[src/hdl/keypad_scan_debounce_defines.svh]
// Assertion macros for the keypad scanner and debounce block.
// Included by the top level; uses its aclk and aresetn.
`ifndef KEYPAD_SCAN_DEBOUNCE_DEFINES_SVH
`define KEYPAD_SCAN_DEBOUNCE_DEFINES_SVH

// Check a property while out of reset
`define KSD_ASSERT(lbl, prop, msg) \
    lbl: assert property (@(posedge aclk) disable iff (!aresetn) prop) else $error(msg);

// Check a property on every edge, reset included
`define KSD_ASSERT_ALWAYS(lbl, prop, msg) \
    lbl: assert property (@(posedge aclk) prop) else $error(msg);

`endif

[src/hdl/ksd_pkg.sv]
// Shared types, codes and tables for the keypad scanner and debounce block.
// No dependencies.
package ksd_pkg;

    // Key code for "no key"
    localparam logic [3:0] KEY_NONE = 4'd12;

    // Configuration register indexes
    localparam logic [1:0] CFG_DEBOUNCE_LIMIT = 2'd0;
    localparam logic [1:0] CFG_BEEP_LENGTH    = 2'd1;

    // Reset values of the configuration registers
    localparam logic [7:0]  DEBOUNCE_LIMIT_RST = 8'd5;
    localparam logic [15:0] BEEP_LENGTH_RST    = 16'd50;

    // Drive lines for "no row selected"
    localparam logic [2:0] DRIVE_NONE = 3'b111;

    // Scan phases
    typedef enum logic [2:0] {
        PH_DRIVE = 3'd0,
        PH_ROW1  = 3'd1,
        PH_ROW2  = 3'd2,
        PH_ROW3  = 3'd3,
        PH_EVAL  = 3'd4
    } phase_t;

    // Key code of each matrix slot, row-major: cancel,7,4,1 / 0,8,5,2 / enter,9,6,3
    localparam logic [3:0] KEY_OF_SLOT [12] = '{
        4'd10, 4'd7, 4'd4, 4'd1,
        4'd0,  4'd8, 4'd5, 4'd2,
        4'd11, 4'd9, 4'd6, 4'd3
    };

    // Row drive lines for the tick after the given phase
    function automatic logic [2:0] drive_after(input phase_t ph);
        logic [2:0] drv;
        unique case (ph)
            PH_DRIVE: drv = 3'b110;
            PH_ROW1:  drv = 3'b101;
            PH_ROW2:  drv = 3'b011;
            default:  drv = DRIVE_NONE;
        endcase
        return drv;
    endfunction

    // Highest key code among the set bits; enter wins over cancel over digits
    function automatic logic [3:0] highest_code(input logic [11:0] keys);
        logic [3:0] code;
        code = KEY_NONE;
        for (int k = 0; k < 12; k++) begin
            if (keys[k]) code = 4'(k);
        end
        return code;
    endfunction

endpackage

[src/hdl/ksd_integ.sv]
// One key integrator with its debounced bit.
// Standalone; instantiated once per matrix slot by the top level.
module ksd_integ #(
    parameter int INTEGRATOR_BITS = 8
) (
    input  logic       aclk,
    input  logic       aresetn,
    input  logic       step_en,
    input  logic       pressed,
    input  logic [7:0] limit,
    output logic       deb,
    output logic       deb_next
);

    localparam int CW = (INTEGRATOR_BITS > 8) ? INTEGRATOR_BITS : 8;
    localparam logic [CW-1:0] COUNT_MAX = CW'((1 << INTEGRATOR_BITS) - 1);

    logic [INTEGRATOR_BITS-1:0] count_reg, count_next;
    logic                       deb_reg;
    logic [CW-1:0]              lim_wide, lim_eff;

    // Saturate the limit to the counter range
    always_comb begin
        lim_wide = CW'(limit);
        lim_eff  = (lim_wide > COUNT_MAX) ? COUNT_MAX : lim_wide;
    end

    // Count towards the reading; move the debounced bit only at the ends
    always_comb begin
        count_next = count_reg;
        deb_next   = deb_reg;
        if (step_en) begin
            if (!pressed) begin
                if (count_reg != '0) count_next = count_reg - 1'b1;
                else deb_next = 1'b0;
            end else begin
                if (CW'(count_reg) < lim_eff) count_next = count_reg + 1'b1;
                else deb_next = 1'b1;
            end
        end
    end

    always_ff @(posedge aclk) begin
        if (!aresetn) begin
            count_reg <= '0;
            deb_reg   <= 1'b0;
        end else begin
            count_reg <= count_next;
            deb_reg   <= deb_next;
        end
    end

    assign deb = deb_reg;

endmodule

[src/hdl/keypad_scan_debounce.sv]
// Channel   Direction  Words
// s_        in         one column sample per scan tick
// m_        out        one status word per tick
// cfg_      in         register writes (index 0 limit, 1 beep length)
// One tick is taken per clock; the status word is ready the cycle after.
// The output register frees while the next word comes in, so ticks flow at one per cycle.
// A stalled m_ side holds the word and blocks s_ only while that word waits.
// Reset (aresetn low, synchronous) clears scan state, integrators and timers.
// Depends on ksd_pkg, ksd_integ and keypad_scan_debounce_defines.svh.
`include "keypad_scan_debounce_defines.svh"

module keypad_scan_debounce
    import ksd_pkg::*;
#(
    parameter int INTEGRATOR_BITS = 8
) (
    input  logic        aclk,
    input  logic        aresetn,
    // scan tick input
    input  logic        s_valid,
    output logic        s_ready,
    input  logic [3:0]  s_column_lines,
    // status output
    output logic        m_valid,
    input  logic        m_ready,
    output logic [2:0]  m_row_drive,
    output logic [11:0] m_raw_matrix,
    output logic [11:0] m_debounced_keys,
    output logic        m_key_event,
    output logic [3:0]  m_last_key,
    output logic [3:0]  m_previous_key,
    output logic        m_beep_active,
    // configuration writes
    input  logic        cfg_valid,
    output logic        cfg_ready,
    input  logic [1:0]  cfg_index,
    input  logic [15:0] cfg_data
);

    logic        s_accept;
    logic        cfg_write;

    logic [7:0]  limit_reg;
    logic [15:0] beep_len_reg;

    phase_t      phase_reg, phase_next;
    logic [11:0] raw_reg, raw_next;
    logic [11:0] prev_deb_reg, prev_deb_next;
    logic [3:0]  latest_reg, latest_next;
    logic [3:0]  earlier_reg, earlier_next;
    logic [15:0] beep_reg, beep_next, beep_dec;

    logic [3:0]  pressed_cols;
    logic [11:0] deb_slot, deb_slot_next;
    logic [11:0] deb_vec, deb_vec_next;
    logic [11:0] fresh;
    logic        event_next;

    logic        m_valid_reg;
    logic [2:0]  drive_reg;
    logic [11:0] raw_out_reg, deb_out_reg;
    logic        event_reg;
    logic [3:0]  last_out_reg, prev_out_reg;
    logic        beep_out_reg;

    // Take a word whenever the output register is free or being emptied
    assign s_ready   = !m_valid_reg || m_ready;
    assign s_accept  = s_valid && s_ready;
    assign cfg_ready = 1'b1;
    assign cfg_write = cfg_valid && cfg_ready;

    // Configuration registers; unknown indexes are dropped
    always_ff @(posedge aclk) begin
        if (!aresetn) begin
            limit_reg    <= DEBOUNCE_LIMIT_RST;
            beep_len_reg <= BEEP_LENGTH_RST;
        end else if (cfg_write) begin
            unique case (cfg_index)
                CFG_DEBOUNCE_LIMIT: limit_reg    <= cfg_data[7:0];
                CFG_BEEP_LENGTH:    beep_len_reg <= cfg_data;
                default: ;
            endcase
        end
    end

    assign pressed_cols = ~s_column_lines;

    // Integrators: only the row sampled in this phase steps
    for (genvar g = 0; g < 12; g++) begin : g_slot
        ksd_integ #(
            .INTEGRATOR_BITS(INTEGRATOR_BITS)
        ) u_integ (
            .aclk     (aclk),
            .aresetn  (aresetn),
            .step_en  (s_accept && (phase_reg == phase_t'(3'(g / 4 + 1)))),
            .pressed  (pressed_cols[g % 4]),
            .limit    (limit_reg),
            .deb      (deb_slot[g]),
            .deb_next (deb_slot_next[g])
        );
        assign deb_vec[KEY_OF_SLOT[g]]      = deb_slot[g];
        assign deb_vec_next[KEY_OF_SLOT[g]] = deb_slot_next[g];
    end

    // Advance the scan phase
    always_comb begin
        unique case (phase_reg)
            PH_DRIVE: phase_next = PH_ROW1;
            PH_ROW1:  phase_next = PH_ROW2;
            PH_ROW2:  phase_next = PH_ROW3;
            PH_ROW3:  phase_next = PH_EVAL;
            default:  phase_next = PH_DRIVE;
        endcase
    end

    // Replace the sampled row in the raw matrix
    always_comb begin
        case (phase_reg)
            PH_ROW1: raw_next = {raw_reg[11:4], pressed_cols};
            PH_ROW2: raw_next = {raw_reg[11:8], pressed_cols, raw_reg[3:0]};
            PH_ROW3: raw_next = {pressed_cols, raw_reg[7:0]};
            default: raw_next = raw_reg;
        endcase
    end

    // Find new presses, record the winner and start the beep if idle
    always_comb begin
        fresh         = deb_vec & ~prev_deb_reg;
        event_next    = (phase_reg == PH_EVAL) && (fresh != '0);
        prev_deb_next = (phase_reg == PH_EVAL) ? deb_vec : prev_deb_reg;
        beep_dec      = (beep_reg != '0) ? beep_reg - 16'd1 : beep_reg;
        latest_next   = latest_reg;
        earlier_next  = earlier_reg;
        beep_next     = beep_dec;
        if (event_next) begin
            latest_next  = highest_code(fresh);
            earlier_next = latest_reg;
            if (beep_dec == '0) beep_next = beep_len_reg;
        end
    end

    // Scan state
    always_ff @(posedge aclk) begin
        if (!aresetn) begin
            phase_reg    <= PH_DRIVE;
            raw_reg      <= '0;
            prev_deb_reg <= '0;
            latest_reg   <= KEY_NONE;
            earlier_reg  <= KEY_NONE;
            beep_reg     <= '0;
        end else if (s_accept) begin
            phase_reg    <= phase_next;
            raw_reg      <= raw_next;
            prev_deb_reg <= prev_deb_next;
            latest_reg   <= latest_next;
            earlier_reg  <= earlier_next;
            beep_reg     <= beep_next;
        end
    end

    // Output register: valid flag
    always_ff @(posedge aclk) begin
        if (!aresetn) begin
            m_valid_reg <= 1'b0;
        end else if (s_accept) begin
            m_valid_reg <= 1'b1;
        end else if (m_ready) begin
            m_valid_reg <= 1'b0;
        end
    end

    // Output register: payload
    always_ff @(posedge aclk) begin
        if (s_accept) begin
            drive_reg    <= drive_after(phase_reg);
            raw_out_reg  <= raw_next;
            deb_out_reg  <= deb_vec_next;
            event_reg    <= event_next;
            last_out_reg <= latest_next;
            prev_out_reg <= earlier_next;
            beep_out_reg <= (beep_next != '0);
        end
    end

    assign m_valid          = m_valid_reg;
    assign m_row_drive      = drive_reg;
    assign m_raw_matrix     = raw_out_reg;
    assign m_debounced_keys = deb_out_reg;
    assign m_key_event      = event_reg;
    assign m_last_key       = last_out_reg;
    assign m_previous_key   = prev_out_reg;
    assign m_beep_active    = beep_out_reg;

    `KSD_ASSERT_ALWAYS(a_reset_empties, !aresetn |=> !m_valid, "output valid after reset")
    `KSD_ASSERT(a_accept_fills, s_valid && s_ready |=> m_valid, "accepted tick gave no word")
    `KSD_ASSERT(a_event_has_key, m_valid && m_key_event |-> m_last_key != KEY_NONE,
                "key event without a key code")
    `KSD_ASSERT(a_event_rows_free, m_valid && m_key_event |-> m_row_drive == DRIVE_NONE,
                "key event outside the evaluation phase")

endmodule

[config.mk]
export PLATFORM = sky130hd
export DESIGN_NAME = keypad_scan_debounce
export DESIGN_NICKNAME = d
export VERILOG_FILES = /design/src/hdl/ksd_pkg.sv /design/src/hdl/ksd_integ.sv /design/src/hdl/keypad_scan_debounce.sv
export VERILOG_INCLUDE_DIRS = /design/src /design/src/hdl
export SDC_FILE = /design/constraint.sdc
export NUM_CORES = 1
export LEC_CHECK = 0
export BUFFER_PORTS_ARGS = -buffer_cell sky130_fd_sc_hd__buf_2
export CAP_MARGIN = 20
export CORE_AREA = 4 4 174 193
export DETAILED_ROUTE_END_ITERATION = 8
export DIE_AREA = 0 0 178 197
export MAX_ROUTING_LAYER = met4
export PLACE_DENSITY = 0.69
export SETUP_SLACK_MARGIN = 0.05
export SLEW_MARGIN = 25
export SYNTH_ARGS = -nofsm -noshare
export SYNTH_HDL_FRONTEND = slang
export SYNTH_HIERARCHICAL = 1
export SYNTH_SLANG_ARGS = --single-unit
[constraint.sdc]
create_clock -name aclk -period 8.9 [get_ports aclk]
set_input_delay 2.67 -clock aclk [delete_from_list [all_inputs] [get_ports aclk]]
set_output_delay 2.67 -clock aclk [all_outputs]
set_load 0.005 [all_outputs]
==> impl_metrics.csv <==
group,metric,value,unit
run_status,status,"completed",
clock_tree,cts.repair.resized,0,
drt,num_vias,14089,
sta,fmax,175,MHz
clock_tree,cts.reportedPaths.clkPinSlew,0.06,ns
power_and_ir_drop,ir_worst_vdd,0.133,mV
die,fp.coreArea,31400,um2
logic_synthesis,syn_nets,2052,
placement,portBuffers,65,
sta,setup_viol,0,
sta,finalHoldViolations,0,
drt,post_drt_wl_per_cell,16.7,um
logic_synthesis,ys_top_cells_by_area,"dfxtp_1 24%, ha_1 13%, edfxtp_1 7.1%",
logic_synthesis,synth_edf_count,37,
sta,timing.final.crit_share,64.3,%
final_layout,finalNetCount,2101,
logic_synthesis,yosys.area.top_type,"dfxtp_1",
logic_synthesis,async_reset_ff_share,0,%
global_route,grt_max_degree,75,
die,die_x,178,um
final_layout,fin_cells,2342,
final_layout,antenna_cells,0,
logic_synthesis,yosysMostFrequentCell,"dfxtp_1",
worst_setup_path,r2r_cells,8,
drt,drtAntennaViolNets,0,
worst_setup_path,cp.arrival,3.06,ns
clock_tree,cts_hold_buf,0,
sta,final_max_slew_viol_count,0,
power_and_ir_drop,p_leak,7.00,nW
drt,dr.pass1.iters,5,
clock_tree,htree_num_levels,1,
power_and_ir_drop,p_per_area,155,nW/um2
die,num_io_pins,67,
drt,drt_iter0_markers,847,
die,rows,68,
worst_setup_path,worstSetupEndpointType,"output port",
final_layout,final-seq-area,4790,um2
global_route,grt_antenna_before_repair,0,
worst_setup_path,worstSetupPathType,"in2out",
hold_path,min_path_cells,2,
logic_synthesis,netlist_top_cells_count,"184 x dfxtp_1, 159 x inv_1, 158 x ha_1, 142 x nand2_1, 138 x a21oi_1",
hold_path,hp-start,"prev_deb_reg[4]$_SDFFE_PN0P_",
sta,period_needed,5.73,ns
sta,worst_slew_pin_slew,0.920,ns
logic_synthesis,synth_seq_cells,221,
clock_tree,post_cts_buffers,0,
placement,post-dp-hpwl,27700,um
worst_setup_path,timing.rr.start,"beep_reg[7]$_SDFFE_PN0P_",
final_layout,syn2layout_area_growth,10.1,%
die,design.die.area,35100,um2
drt,viasPerCell,6.02,
logic_synthesis,yosysUniqueCellTypes,71,
worst_setup_path,critPathLaunchType,"input pin",
logic_synthesis,syn-cell-area,15600,um2
drt,detail_route.wirelength,39000,um
sta,rsz0062_at_grt,"false",
final_layout,drive_above_1_share,8.22,%
sta,skew,0.0129,ns
worst_setup_path,worstPathMaxFanout,3,
clock_tree,cts_buffers,24,
final_layout,multiInputGateArea,9970,um2
placement,numPlacedInstances,2298,
logic_synthesis,yosysSeqAreaShare,30.7,%
worst_setup_path,cp-startpoint,"m_ready",
clock_tree,cts_sinks,221,
hold_path,worstHoldPathType,"reg2reg",
global_route,grtUsageTotal,22.4,%
sta,max_slew_margin,38.6,%
global_route,grt_overflow_total,0,
logic_synthesis,yosysTopAreaCellShare,23.6,%
flow_run,cap_violations,0,
drt,drc_errors,0,
worst_setup_path,cp.required,6.23,ns
clock_tree,ctsLongestPathBuffers,3,
logic_synthesis,avgSynthCellArea,8.41,um2
placement,place_congestion,0.892,
logic_synthesis,syn_inst,1855,
sta,tns,0,ns
clock_tree,cts_tree,"yes",
final_layout,fillerInstances,2884,
clock_tree,root_buffer,"clkbuf_16",
logic_synthesis,synthFlopType,"dfxtp_1",
logic_synthesis,yosysWarnings,6,
global_route,grt_first_pass_wirelength,65000,um
global_route,grt_pass1_vias,13299,
final_layout,largest_register_ffs,96,
die,fp.dieH,197,um
power_and_ir_drop,total_power,2.66,mW
die,start_util,49.7,%
clock_tree,insertion_delay,0.53,ns
## metrics by stage
stage	setup WS (ns)	cell area [um2]	util, %	hold WS, ns
after floorplan	3.41	15600	-	0.437
after global placement	3.18	16300	52.0	0.446
after detailed placement	3.17	16300	52.0	0.456
after CTS	3.17	17200	54.7	0.464
after global routing	3.13	17200	54.7	0.497
final	3.17	17200	54.7	0.465
## logic make-up after synthesis
kind of cell	count (synthesis)	synth area share, %
and+or+nand+nor	614	21.1
AOI/OAI and AO/OA	571	25.1
DFF	221	30.7
buffers and inverters	221	5.42
adders and majority gates	170	14.2
xor gates and xnor gates	37	2.08
muxes	20	1.35
other	1	0.0240
## power breakdown
group | switching (mW) | internal [mW]
Sequential | 0.0479 | 1.06
Clock | 0.417 | 0.674
Combinational | 0.275 | 0.188
## routing by layer
metal,vias up,global-route usage [%],part of all wire (%)
li1,7065,-,-
met1,6638,29.2,46
met2,309,36.7,47
met3,77,2.36,4.6
met4,0,7.11,3.1
met5,-,-,0
## worst max-delay path, cell delays in order
cell and delay, ns:
buf_2 0.09, nand2b_1 0.16, buf_2 0.14
## layout make-up
class                      count  area share, %
clock buffer                  29           3.84
clock inverter                15           1.22
inverter                     171           3.73
multi-input combinational   1413           58.0
sequential                   221           27.9
tap                          420           3.06
timing repair buffer          73           2.26
## final timing paths
path | slack, ns | end
worst min-delay path | 0.46 | prev_deb_reg[4]$_SDFFE_PN0P_
worst max register to register | 5.20 | m_beep_active$_DFFE_PP_
worst min register to register | 0.46 | prev_deb_reg[4]$_SDFFE_PN0P_
worst max-delay path | 3.17 | s_ready
## cells in the final DEF (no fill, tap or decap), drive strengths merged, types with 39 or more instances in the layout
cell type and n:
buf 73, a21oi 138, nor3 43, o21ai 133
nand3 114, nand2 142, and2 39, inv 160
ha 158, dfxtp 184, nor2 60
Note: power is estimated with default switching activity, not from simulation.
